### src/design/tfm_pkg.sv
// ----------------------------------------------------------------------------
// tfm_pkg
// Shared types and constants of the touch raw-to-logical transform.
// ----------------------------------------------------------------------------
package tfm_pkg;

  // Coordinate and raw sample widths
  localparam int COORD_BITS = 12;
  localparam int RAW_W      = 16;
  localparam int NUM_W      = RAW_W + COORD_BITS;

  // Divider layout: restoring steps per pipeline stage
  localparam int DIV_SPS    = 3;
  localparam int DIV_STAGES = (COORD_BITS + DIV_SPS - 1) / DIV_SPS;

  // Accept-to-strobe latency: front stage, multiply, divider, output
  localparam int LAT = DIV_STAGES + 3;

  // Configuration port
  localparam int CFG_IDX_W  = 3;
  localparam int CFG_DATA_W = 16;
  localparam int FLAG_W     = 3;
  localparam int ORIENT_W   = 2;

  typedef enum logic [CFG_IDX_W-1:0] {
    CFG_RAW_MIN_X    = 3'd0,
    CFG_RAW_MAX_X    = 3'd1,
    CFG_RAW_MIN_Y    = 3'd2,
    CFG_RAW_MAX_Y    = 3'd3,
    CFG_AXIS_FLAGS   = 3'd4,
    CFG_PANEL_WIDTH  = 3'd5,
    CFG_PANEL_HEIGHT = 3'd6,
    CFG_ORIENTATION  = 3'd7
  } cfg_idx_t;

  typedef enum logic [ORIENT_W-1:0] {
    ORI_PORTRAIT     = 2'd0,
    ORI_LANDSCAPE_CW = 2'd1,
    ORI_PORTRAIT_INV = 2'd2,
    ORI_LANDSCAPE_CCW = 2'd3
  } orient_t;

  // Axis flag bit positions
  localparam int FLAG_SWAP     = 0;
  localparam int FLAG_MIRROR_X = 1;
  localparam int FLAG_MIRROR_Y = 2;

  // Control carried alongside each item in the pipeline
  typedef struct packed {
    logic vld;
    logic ok;
  } ctl_t;

endpackage

### src/design/tfm_div.sv
// ----------------------------------------------------------------------------
// tfm_div
// Pipelined restoring divider for one axis: NUM_W-bit numerator by a
// RAW_W-bit divisor, COORD_BITS-bit quotient, DIV_SPS steps per stage.
// ----------------------------------------------------------------------------
module tfm_div
  import tfm_pkg::*;
(
  input  logic                  clk,
  input  logic [NUM_W-1:0]      num_i,
  input  logic [RAW_W-1:0]      den_i,
  output logic [COORD_BITS-1:0] quot_o
);

  // Per-stage remainder, numerator/quotient shift word and divisor
  logic [RAW_W-1:0]      rem_r   [DIV_STAGES];
  logic [COORD_BITS-1:0] low_r   [DIV_STAGES];
  logic [RAW_W-1:0]      den_r   [DIV_STAGES];
  logic [RAW_W-1:0]      rem_nxt [DIV_STAGES];
  logic [COORD_BITS-1:0] low_nxt [DIV_STAGES];
  logic [RAW_W-1:0]      rem_in  [DIV_STAGES];
  logic [COORD_BITS-1:0] low_in  [DIV_STAGES];
  logic [RAW_W-1:0]      den_in  [DIV_STAGES];

  // Stage inputs: first stage from the ports, the rest from the previous stage
  always_comb begin
    rem_in[0] = num_i[NUM_W-1 -: RAW_W];
    low_in[0] = num_i[COORD_BITS-1:0];
    den_in[0] = den_i;
    for (int s = 1; s < DIV_STAGES; s++) begin
      rem_in[s] = rem_r[s-1];
      low_in[s] = low_r[s-1];
      den_in[s] = den_r[s-1];
    end
  end

  // Restoring steps; quotient bits shift in as numerator bits shift out
  always_comb begin
    logic [RAW_W-1:0]      rem_v;
    logic [COORD_BITS-1:0] low_v;
    logic [RAW_W:0]        t;
    logic                  qb;
    for (int s = 0; s < DIV_STAGES; s++) begin
      rem_v = rem_in[s];
      low_v = low_in[s];
      for (int k = 0; k < DIV_SPS; k++) begin
        if (s * DIV_SPS + k < COORD_BITS) begin
          t = {rem_v, low_v[COORD_BITS-1]};
          if (t >= {1'b0, den_in[s]}) begin
            t  = t - {1'b0, den_in[s]};
            qb = 1'b1;
          end else begin
            qb = 1'b0;
          end
          rem_v = t[RAW_W-1:0];
          low_v = {low_v[COORD_BITS-2:0], qb};
        end
      end
      rem_nxt[s] = rem_v;
      low_nxt[s] = low_v;
    end
  end

  always_ff @(posedge clk) begin
    for (int s = 0; s < DIV_STAGES; s++) begin
      rem_r[s] <= rem_nxt[s];
      low_r[s] <= low_nxt[s];
      den_r[s] <= den_in[s];
    end
  end

  assign quot_o = low_r[DIV_STAGES-1];

endmodule

### src/design/touch_raw_to_logical_transform.sv
// ----------------------------------------------------------------------------
// touch_raw_to_logical_transform
// Maps a raw touch sample to rotated logical display coordinates.
// ----------------------------------------------------------------------------
// Usage:
//   Input: drive in_raw_x/in_raw_y with start high; the item is taken at a
//   clock edge where start is high and busy is low. busy is low except
//   while rst_n is asserted, so a new item can be taken every cycle.
//   Output: each item gives one result, shown for one cycle with
//   out_strobe high, after it has passed the front, multiply, divider
//   and output registers. There is no backpressure: the receiver
//   must take every result as it appears.
//   Pipeline: swap and window check, one multiply per axis, a per-axis
//   restoring divider of DIV_STAGES stages (DIV_SPS quotient bits each),
//   then mirror, rotation and the output register. Throughput is one
//   item per cycle while busy is low.
//   Configuration: cfg_valid/cfg_ready with cfg_index and cfg_data;
//   cfg_ready is always high. Change registers only while no item is in
//   flight; the pipeline reads them live.
//   Reset: synchronous rst_n clears the in-flight valid bits and loads the
//   register defaults (window 0..4095, panel size zero, so points are
//   reported invalid until the panel size is written).
// ----------------------------------------------------------------------------
module touch_raw_to_logical_transform
  import tfm_pkg::*;
(
  input  logic                  clk,
  input  logic                  rst_n,
  // item input
  input  logic                  start,
  output logic                  busy,
  input  logic [RAW_W-1:0]      in_raw_x,
  input  logic [RAW_W-1:0]      in_raw_y,
  // result output
  output logic                  out_strobe,
  output logic                  out_point_valid,
  output logic [COORD_BITS-1:0] out_logical_x,
  output logic [COORD_BITS-1:0] out_logical_y,
  // configuration
  input  logic                  cfg_valid,
  output logic                  cfg_ready,
  input  logic [CFG_IDX_W-1:0]  cfg_index,
  input  logic [CFG_DATA_W-1:0] cfg_data
);

  // Configuration registers
  logic [RAW_W-1:0]      raw_min_x_r, raw_max_x_r, raw_min_y_r, raw_max_y_r;
  logic [FLAG_W-1:0]     axis_flags_r;
  logic [COORD_BITS-1:0] panel_width_r, panel_height_r;
  orient_t               orientation_r;

  // Pipeline registers
  ctl_t                  ctl_r [LAT];
  logic [RAW_W-1:0]      diff_x_r, diff_y_r;
  logic [NUM_W-1:0]      num_x_r, num_y_r;
  logic                  pv_r;
  logic [COORD_BITS-1:0] lx_r, ly_r;

  logic                  accept;
  logic [RAW_W-1:0]      sx, sy;
  logic                  ok_nxt;
  logic [COORD_BITS-1:0] wm1, hm1;
  logic [RAW_W-1:0]      den_x, den_y;
  logic [NUM_W-1:0]      num_x_nxt, num_y_nxt;
  logic [COORD_BITS-1:0] qx, qy, px, py;
  logic                  pv_nxt;
  logic [COORD_BITS-1:0] lx_nxt, ly_nxt;

  assign busy      = ~rst_n;
  assign accept    = start & ~busy;
  assign cfg_ready = 1'b1;

  // Configuration writes
  always_ff @(posedge clk) begin
    if (!rst_n) begin
      raw_min_x_r    <= '0;
      raw_max_x_r    <= RAW_W'(4095);
      raw_min_y_r    <= '0;
      raw_max_y_r    <= RAW_W'(4095);
      axis_flags_r   <= '0;
      panel_width_r  <= '0;
      panel_height_r <= '0;
      orientation_r  <= ORI_PORTRAIT;
    end else if (cfg_valid && cfg_ready) begin
      case (cfg_idx_t'(cfg_index))
        CFG_RAW_MIN_X:    raw_min_x_r    <= cfg_data[RAW_W-1:0];
        CFG_RAW_MAX_X:    raw_max_x_r    <= cfg_data[RAW_W-1:0];
        CFG_RAW_MIN_Y:    raw_min_y_r    <= cfg_data[RAW_W-1:0];
        CFG_RAW_MAX_Y:    raw_max_y_r    <= cfg_data[RAW_W-1:0];
        CFG_AXIS_FLAGS:   axis_flags_r   <= cfg_data[FLAG_W-1:0];
        CFG_PANEL_WIDTH:  panel_width_r  <= cfg_data[COORD_BITS-1:0];
        CFG_PANEL_HEIGHT: panel_height_r <= cfg_data[COORD_BITS-1:0];
        CFG_ORIENTATION:  orientation_r  <= orient_t'(cfg_data[ORIENT_W-1:0]);
        default: ;
      endcase
    end
  end

  assign wm1   = panel_width_r - 1'b1;
  assign hm1   = panel_height_r - 1'b1;
  assign den_x = raw_max_x_r - raw_min_x_r;
  assign den_y = raw_max_y_r - raw_min_y_r;

  // Front stage: swap axes, check configuration and window
  always_comb begin
    sx = axis_flags_r[FLAG_SWAP] ? in_raw_y : in_raw_x;
    sy = axis_flags_r[FLAG_SWAP] ? in_raw_x : in_raw_y;
    ok_nxt = (panel_width_r != '0) && (panel_height_r != '0) &&
             (raw_max_x_r > raw_min_x_r) && (raw_max_y_r > raw_min_y_r) &&
             (sx >= raw_min_x_r) && (sx <= raw_max_x_r) &&
             (sy >= raw_min_y_r) && (sy <= raw_max_y_r);
  end

  always_ff @(posedge clk) begin
    diff_x_r <= sx - raw_min_x_r;
    diff_y_r <= sy - raw_min_y_r;
  end

  // Multiply stage: offset times (size - 1)
  assign num_x_nxt = {{COORD_BITS{1'b0}}, diff_x_r} * {{RAW_W{1'b0}}, wm1};
  assign num_y_nxt = {{COORD_BITS{1'b0}}, diff_y_r} * {{RAW_W{1'b0}}, hm1};

  always_ff @(posedge clk) begin
    num_x_r <= num_x_nxt;
    num_y_r <= num_y_nxt;
  end

  // Divider stages
  tfm_div u_div_x (.clk(clk), .num_i(num_x_r), .den_i(den_x), .quot_o(qx));
  tfm_div u_div_y (.clk(clk), .num_i(num_y_r), .den_i(den_y), .quot_o(qy));

  // Output stage: mirror, then rotate; invalid points are forced to zero
  always_comb begin
    px = axis_flags_r[FLAG_MIRROR_X] ? (wm1 - qx) : qx;
    py = axis_flags_r[FLAG_MIRROR_Y] ? (hm1 - qy) : qy;
    case (orientation_r)
      ORI_PORTRAIT: begin
        lx_nxt = hm1 - py;
        ly_nxt = px;
      end
      ORI_LANDSCAPE_CW: begin
        lx_nxt = wm1 - px;
        ly_nxt = hm1 - py;
      end
      ORI_PORTRAIT_INV: begin
        lx_nxt = py;
        ly_nxt = wm1 - px;
      end
      default: begin
        lx_nxt = px;
        ly_nxt = py;
      end
    endcase
    pv_nxt = ctl_r[LAT-2].ok;
    if (!pv_nxt) begin
      lx_nxt = '0;
      ly_nxt = '0;
    end
  end

  always_ff @(posedge clk) begin
    pv_r <= pv_nxt;
    lx_r <= lx_nxt;
    ly_r <= ly_nxt;
  end

  // Control pipe: valid and in-range flag travel with the item
  always_ff @(posedge clk) begin
    if (!rst_n) begin
      for (int i = 0; i < LAT; i++) begin
        ctl_r[i] <= '0;
      end
    end else begin
      ctl_r[0] <= '{vld: accept, ok: ok_nxt};
      for (int i = 1; i < LAT; i++) begin
        ctl_r[i] <= ctl_r[i-1];
      end
    end
  end

  assign out_strobe      = ctl_r[LAT-1].vld;
  assign out_point_valid = pv_r;
  assign out_logical_x   = lx_r;
  assign out_logical_y   = ly_r;

  // Assertions
  a_lat_fwd: assert property (@(posedge clk) disable iff (!rst_n)
    accept |-> ##LAT out_strobe)
    else $error("accepted item produced no result at fixed latency");

  a_lat_back: assert property (@(posedge clk) disable iff (!rst_n)
    out_strobe |-> $past(accept, LAT))
    else $error("result without a matching accepted item");

  a_inv_zero: assert property (@(posedge clk) disable iff (!rst_n)
    out_strobe && !out_point_valid |-> out_logical_x == '0 && out_logical_y == '0)
    else $error("invalid point with nonzero coordinates");

endmodule

### config.mk
export PLATFORM = sky130hd
export DESIGN_NAME = touch_raw_to_logical_transform
export DESIGN_NICKNAME = d
export VERILOG_FILES = /design/src/design/tfm_pkg.sv /design/src/design/tfm_div.sv /design/src/design/touch_raw_to_logical_transform.sv
export SDC_FILE = /design/constraint.sdc
export NUM_CORES = 2
export LEC_CHECK = 0
export BUFFER_PORTS_ARGS = -buffer_cell sky130_fd_sc_hd__buf_2
export CAP_MARGIN = 20
export CORE_ASPECT_RATIO = 1.75
export CORE_MARGIN = 8
export CORE_UTILIZATION = 35
export CTS_CLUSTER_SIZE = 14
export DETAILED_ROUTE_END_ITERATION = 7
export GPL_ROUTABILITY_DRIVEN = 0
export PLACE_DENSITY_LB_ADDON = 0.15
export SLEW_MARGIN = 10
export SYNTH_ARGS = -nofsm -noshare
export SYNTH_HDL_FRONTEND = slang
export SYNTH_HIERARCHICAL = 1
export SYNTH_SLANG_ARGS = --single-unit
### constraint.sdc
create_clock -name clk -period 18.8 [get_ports clk]
set_input_delay 3.76 -clock clk [delete_from_list [all_inputs] [get_ports clk]]
set_output_delay 3.76 -clock clk [all_outputs]
set_load 0.05 [all_outputs]
* Word level (Yosys, flattened, before mapping)
Memory sizes are Yosys's and may differ from the RTL's. Cells that the tools add are included.
Cells by class: add/subtract/negate cells 34, bitwise logic cells 9, reduce and logical (&&, ||, !) cells 19, multiplexer cells 63, multipliers 2, equal/unequal tests 9, order comparisons 30
Operators by type and width (number):
- $sub A16 B16 Y16 | 28
- $mux W16 | 26
- $ge A17 B16 Y1 | 24
- $pmux W12 S3 | 2
- $mul A16 B12 Y28 | 2
- $sub A12 B12 Y12 | 4
- $ge A16 B16 Y1 | 2
- $gt A16 B16 Y1 | 2
- $le A16 B16 Y1 | 2
- $mux W1 | 26
- $mux W12 | 2
- $reduce_bool A12 Y1 | 2
- $sub A12 B1 Y12 const B | 2
- $reduce_and A2 Y1 | 8
- $mux W2 | 7
- $eq A3 B3 Y1 const B | 4
- $logic_and A1 B1 Y1 | 7
- $or A1 B1 Y1 | 7
- $eq A3 B2 Y1 const B | 2
- $eq A3 B1 Y1 const B | 1
- $logic_not A3 Y1 | 1
- $eq A2 B1 Y1 const B | 1
- $eq A2 B2 Y1 const B | 1
- $logic_not A2 Y1 | 1
- 2 further kinds | 2
Word-level totals: memories kept 7, word-level logic and storage cells 188, input bits 55, output and inout port bits 28, bits in registers 206, bits in writable memories 366
Memory list:
- u_div_x.den_r | depth 4, bits a word 16, rd ports 3, clocked after Yosys merged registers in 0, write ports 4, RTL line tfm_div.sv:18 | logic [RAW_W-1:0] den_r [DIV_STAGES];
- u_div_x.rem_r | depth 4, bits a word 16, rd ports 3, clocked after Yosys merged registers in 0, write ports 4, RTL line tfm_div.sv:16 | logic [RAW_W-1:0] rem_r [DIV_STAGES];
- u_div_y.den_r | depth 4, bits a word 16, rd ports 3, clocked after Yosys merged registers in 0, write ports 4, RTL line tfm_div.sv:18
- u_div_y.rem_r | depth 4, bits a word 16, rd ports 3, clocked after Yosys merged registers in 0, write ports 4, RTL line tfm_div.sv:16
- u_div_x.low_r | depth 4, bits a word 12, rd ports 4, clocked after Yosys merged registers in 0, write ports 4, RTL line tfm_div.sv:17 | logic [COORD_BITS-1:0] low_r [DIV_STAGES];
- u_div_y.low_r | depth 4, bits a word 12, rd ports 4, clocked after Yosys merged registers in 0, write ports 4, RTL line tfm_div.sv:17
- 1 more memories

* Depth between registers and ports, before layout
word-level depth 9, gate-level depth with buffers 48, mapped depth without buffers 44

* By module
Netlist, hierarchy kept.
By module, submodules not included:
- touch_raw_to_logical_transform | cells each 2976, area each 25196.7 µm², sequential area each 4384.2 µm², instances 1
- tfm_div (u_div_y) | cells each 1608, area each 13411.6 µm², sequential area each 2882.8 µm², instances 1
- tfm_div (u_div_x) | cells each 1560, area each 13409.1 µm², sequential area each 2882.8 µm², instances 1

* Worst setup path after synthesis
OpenSTA, ideal clock, no wires.
path kind register to register, start point register raw_max_x_r[0], end point memory u_div_x.rem_r[0][13], arrival time 9.257 ns, setup time 0.122 ns, setup slack 9.421 ns, period minus slack after synthesis 9.379 ns, stages on the path, launching flop included 46, path through dfxtp_1 -> inv_1 -> ha_1 -> fa_1 -> nor2b_1 -> o21ai_0 -> a21boi_0 -> o21ai_0 -> a21oi_1 -> a21o_1 -> a21oi_1 -> xnor2_1 -> inv_1 -> ha_1 -> a21o_1 -> a211o_1 -> a221o_1 -> nor2_1 -> (+10 left out) -> o22ai_1 -> o21a_1 -> and2_1 -> clkbuf_1 -> clkbuf_1 -> o21ai_0 -> ha_1 -> nor2b_1 -> o21a_1 -> o21ai_1 -> a21oi_1 -> a221oi_2 -> a221oi_1 -> a211oi_1 -> a21o_1 -> buf_2 -> inv_2 -> a221o_1
RTL lines:
- start: declaration | RTL line touch_raw_to_logical_transform.sv:47 | logic [RAW_W-1:0] raw_min_x_r, raw_max_x_r, raw_min_y_r, raw_max_y_r;
- start signal: assignment | RTL line touch_raw_to_logical_transform.sv:87 | CFG_RAW_MAX_X: raw_max_x_r <= cfg_data[RAW_W-1:0];
- end: declaration | RTL line tfm_div.sv:16

==> metrics.cfg <==
[clock_network]
cts_tree=done
clk_pin_slew_worst_paths_ns=0.08
hold_buffers=0
cts_setup_buffers=0
cts.sinks=507
worstSkewPairLatency_ns=0.70
cts_buffer_depth=3
cts-resized-gates=0
root_buffer=clkbuf_16
cts.htree.levels=2
numCtsBuffers=55

[finish]
area_growth_pct=8.75
drive_above_1_share=0.0783
num-nets-final=7196

[timing]
slew_headroom=0.248
fin_crit_ns=11.63
rsz0062_at_grt=false
finClkSkew_ns=0.0673
fmax_mhz=86.0
setup_viol=0
hold_violations=0
tightest_slew_ns=1.12
tns_ns=0
drv_slew=0
fin_crit_sh=0.619

[worst_hold_path]
whs_path_depth=0
hp-class=flip-flop to flip-flop
min-delay-start=u_div_x/low_r[0][4]$_DFF_P_

[routing]
dr_total_vias=43000
routed_wl_um=161000
drc=0
ant_nets=0
avgViaCountPerCell=5.24
firstDrtPassIters=8
drtIter0Drc=1667
wl_per_cell_um=19.6

[global_route]
grt_pass1_wl_um=249000
first_global_vias=44900
grt_max_degree=70
grt_antenna_before_repair=4
gr-total-overflow=0
grt_use_total=0.194

[synthesis]
synth-edff-count=0
avgSynthCellArea_um2=8.47
yosysSeqAreaShare=0.195
netlist_area_um2=52000
syn_nets=7167
synth_cells=6144
ys_top_cells_by_count=inv_1 (750), ha_1 (658), nand2_1 (658), dfxtp_1 (507), a21oi_1 (433)
synth_ff_type=dfxtp_1
synth_top_area_cell=dfxtp_1
ys_warn_count=6
synth.top_cell.area_share=0.195
synth_area_leaders=dfxtp_1 (20%), ha_1 (16%), fa_1 (12%)
async_flop_share=0
yosysMostFrequentCell=inv_1
ys_ff_latch=507
yosysUniqueCellTypes=117

[setup_path]
path_max_fanout=21
arrival_ns=12.19
required_ns=19.35
end_kind=flip-flop
start_kind=flip-flop
rr_startpoint=raw_max_x_r[0]$_SDFFE_PN1P_
r2r_cells=41
critPathKind=flip-flop to flip-flop
crit_slowest_cell=a211oi_1
crit_start=raw_max_x_r[0]$_SDFFE_PN1P_
critPathMaxStageDelay_ns=0.89

[floorplan]
die_h_um=526
die-area_um2=162000
num_rows=187
die_w_um=307
core-area_um2=148000
initial_core_util=0.352
ios=83

[run_status]
outcome=finished clean

[run]
maxCapViolations=0

[place]
portBuffers=81
dpl.hpwl_um=134000

## through the flow
step	cells	instance area (um^2)	util	setup slack (ns)	hold slack, ns
global route	8203	56600	0.383	6.54	0.328
finish	8203	56600	0.383	7.17	0.319
detailed placement	8098	54600	0.369	7.35	0.312
CTS	8200	56500	0.382	7.26	0.320
global placement	8098	54600	0.369	7.46	0.311
floorplan	6144	52000	-	9.42	0.310
## logic make-up (layout without fill, tap and decap cells)
logic type	count (synthesis)	count (layout)	share of synthesized area
compound gates	1330	1330	0.167
simple gates	1721	1721	0.158
xor+xnor	412	412	0.0695
flops	507	507	0.195
mux	290	290	0.0650
fa+ha+maj	968	968	0.278
other cells	1	2	0.0000721
buf+inv	915	989	0.0676
## placed cells by master, fill, tap and decap left out, types with 147 or more instances in the layout
cell / instances
ha_1: 658
dfxtp_1: 506
a21o_1: 161
fa_1: 310
inv_1: 750
mux2_2: 147
xnor2_1: 274
nand2_1: 658
a21oi_1: 433
o21ai_0: 174
and2_1: 153
nor2_1: 324
## metal layers
| metal | GRT usage | routed length [um] | vias to the layer above |
|---|---|---|---|
| met5 | 0 | 0 | - |
| met4 | 0.115 | 10900 | 0 |
| met3 | 0.0158 | 3680 | 337 |
| met2 | 0.383 | 87600 | 738 |
| met1 | 0.194 | 58800 | 20800 |
| li1 | - | - | 21100 |
## registers in the layout, summed over array words and instances (netlist names), 3 cells and up
register,cells
out_logical_x,12
num_x_r,28
u_div_y/den_r,48
raw_max_y_r,16
raw_max_x_r,16
u_div_x/rem_r,48
diff_x_r,16
raw_min_x_r,16
u_div_y/low_r,48
out_logical_y,12
raw_min_y_r,16
diff_y_r,16
ctl_r,13
axis_flags_r,3
num_y_r,28
panel_height_r,12
u_div_y/rem_r,48
u_div_x/low_r,48
panel_width_r,12
u_div_x/den_r,48
## final cells by class
type	count	area [um^2]
clock buffer	65	1460
timing repair buffer	120	713
sequential	507	10200
tap	1984	2480
fill	15500	91300
antenna	1	2.50
clock inverter	37	463
multi-input combinational	4722	38400
inverter	767	2880
## worst max-delay path: cells and delay by family, from the launching register on
family                     cells  cell delay [ns]
AOI/OAI and AO/OA             24             7.28
adders and majority gates      5             1.63
and+or+nand+nor                6             1.23
buffers and inverters          5             0.72
DFF                            1             0.34
xor gates and xnor gates       1             0.25
## final timing paths
path / endpoint / slack [ns]
worst min register to register: u_div_x/low_r[1][7]$_DFF_P_ / 0.32
worst max register to register: u_div_x/rem_r[0][13]$_DFF_P_ / 7.17
worst max-delay path: u_div_x/rem_r[0][13]$_DFF_P_ / 7.17
worst min-delay path: u_div_x/low_r[1][7]$_DFF_P_ / 0.32
Power is left out: the tool's default activity adds up to more than one toggle a clock period on the data nets, which glitch-free logic cannot reach.
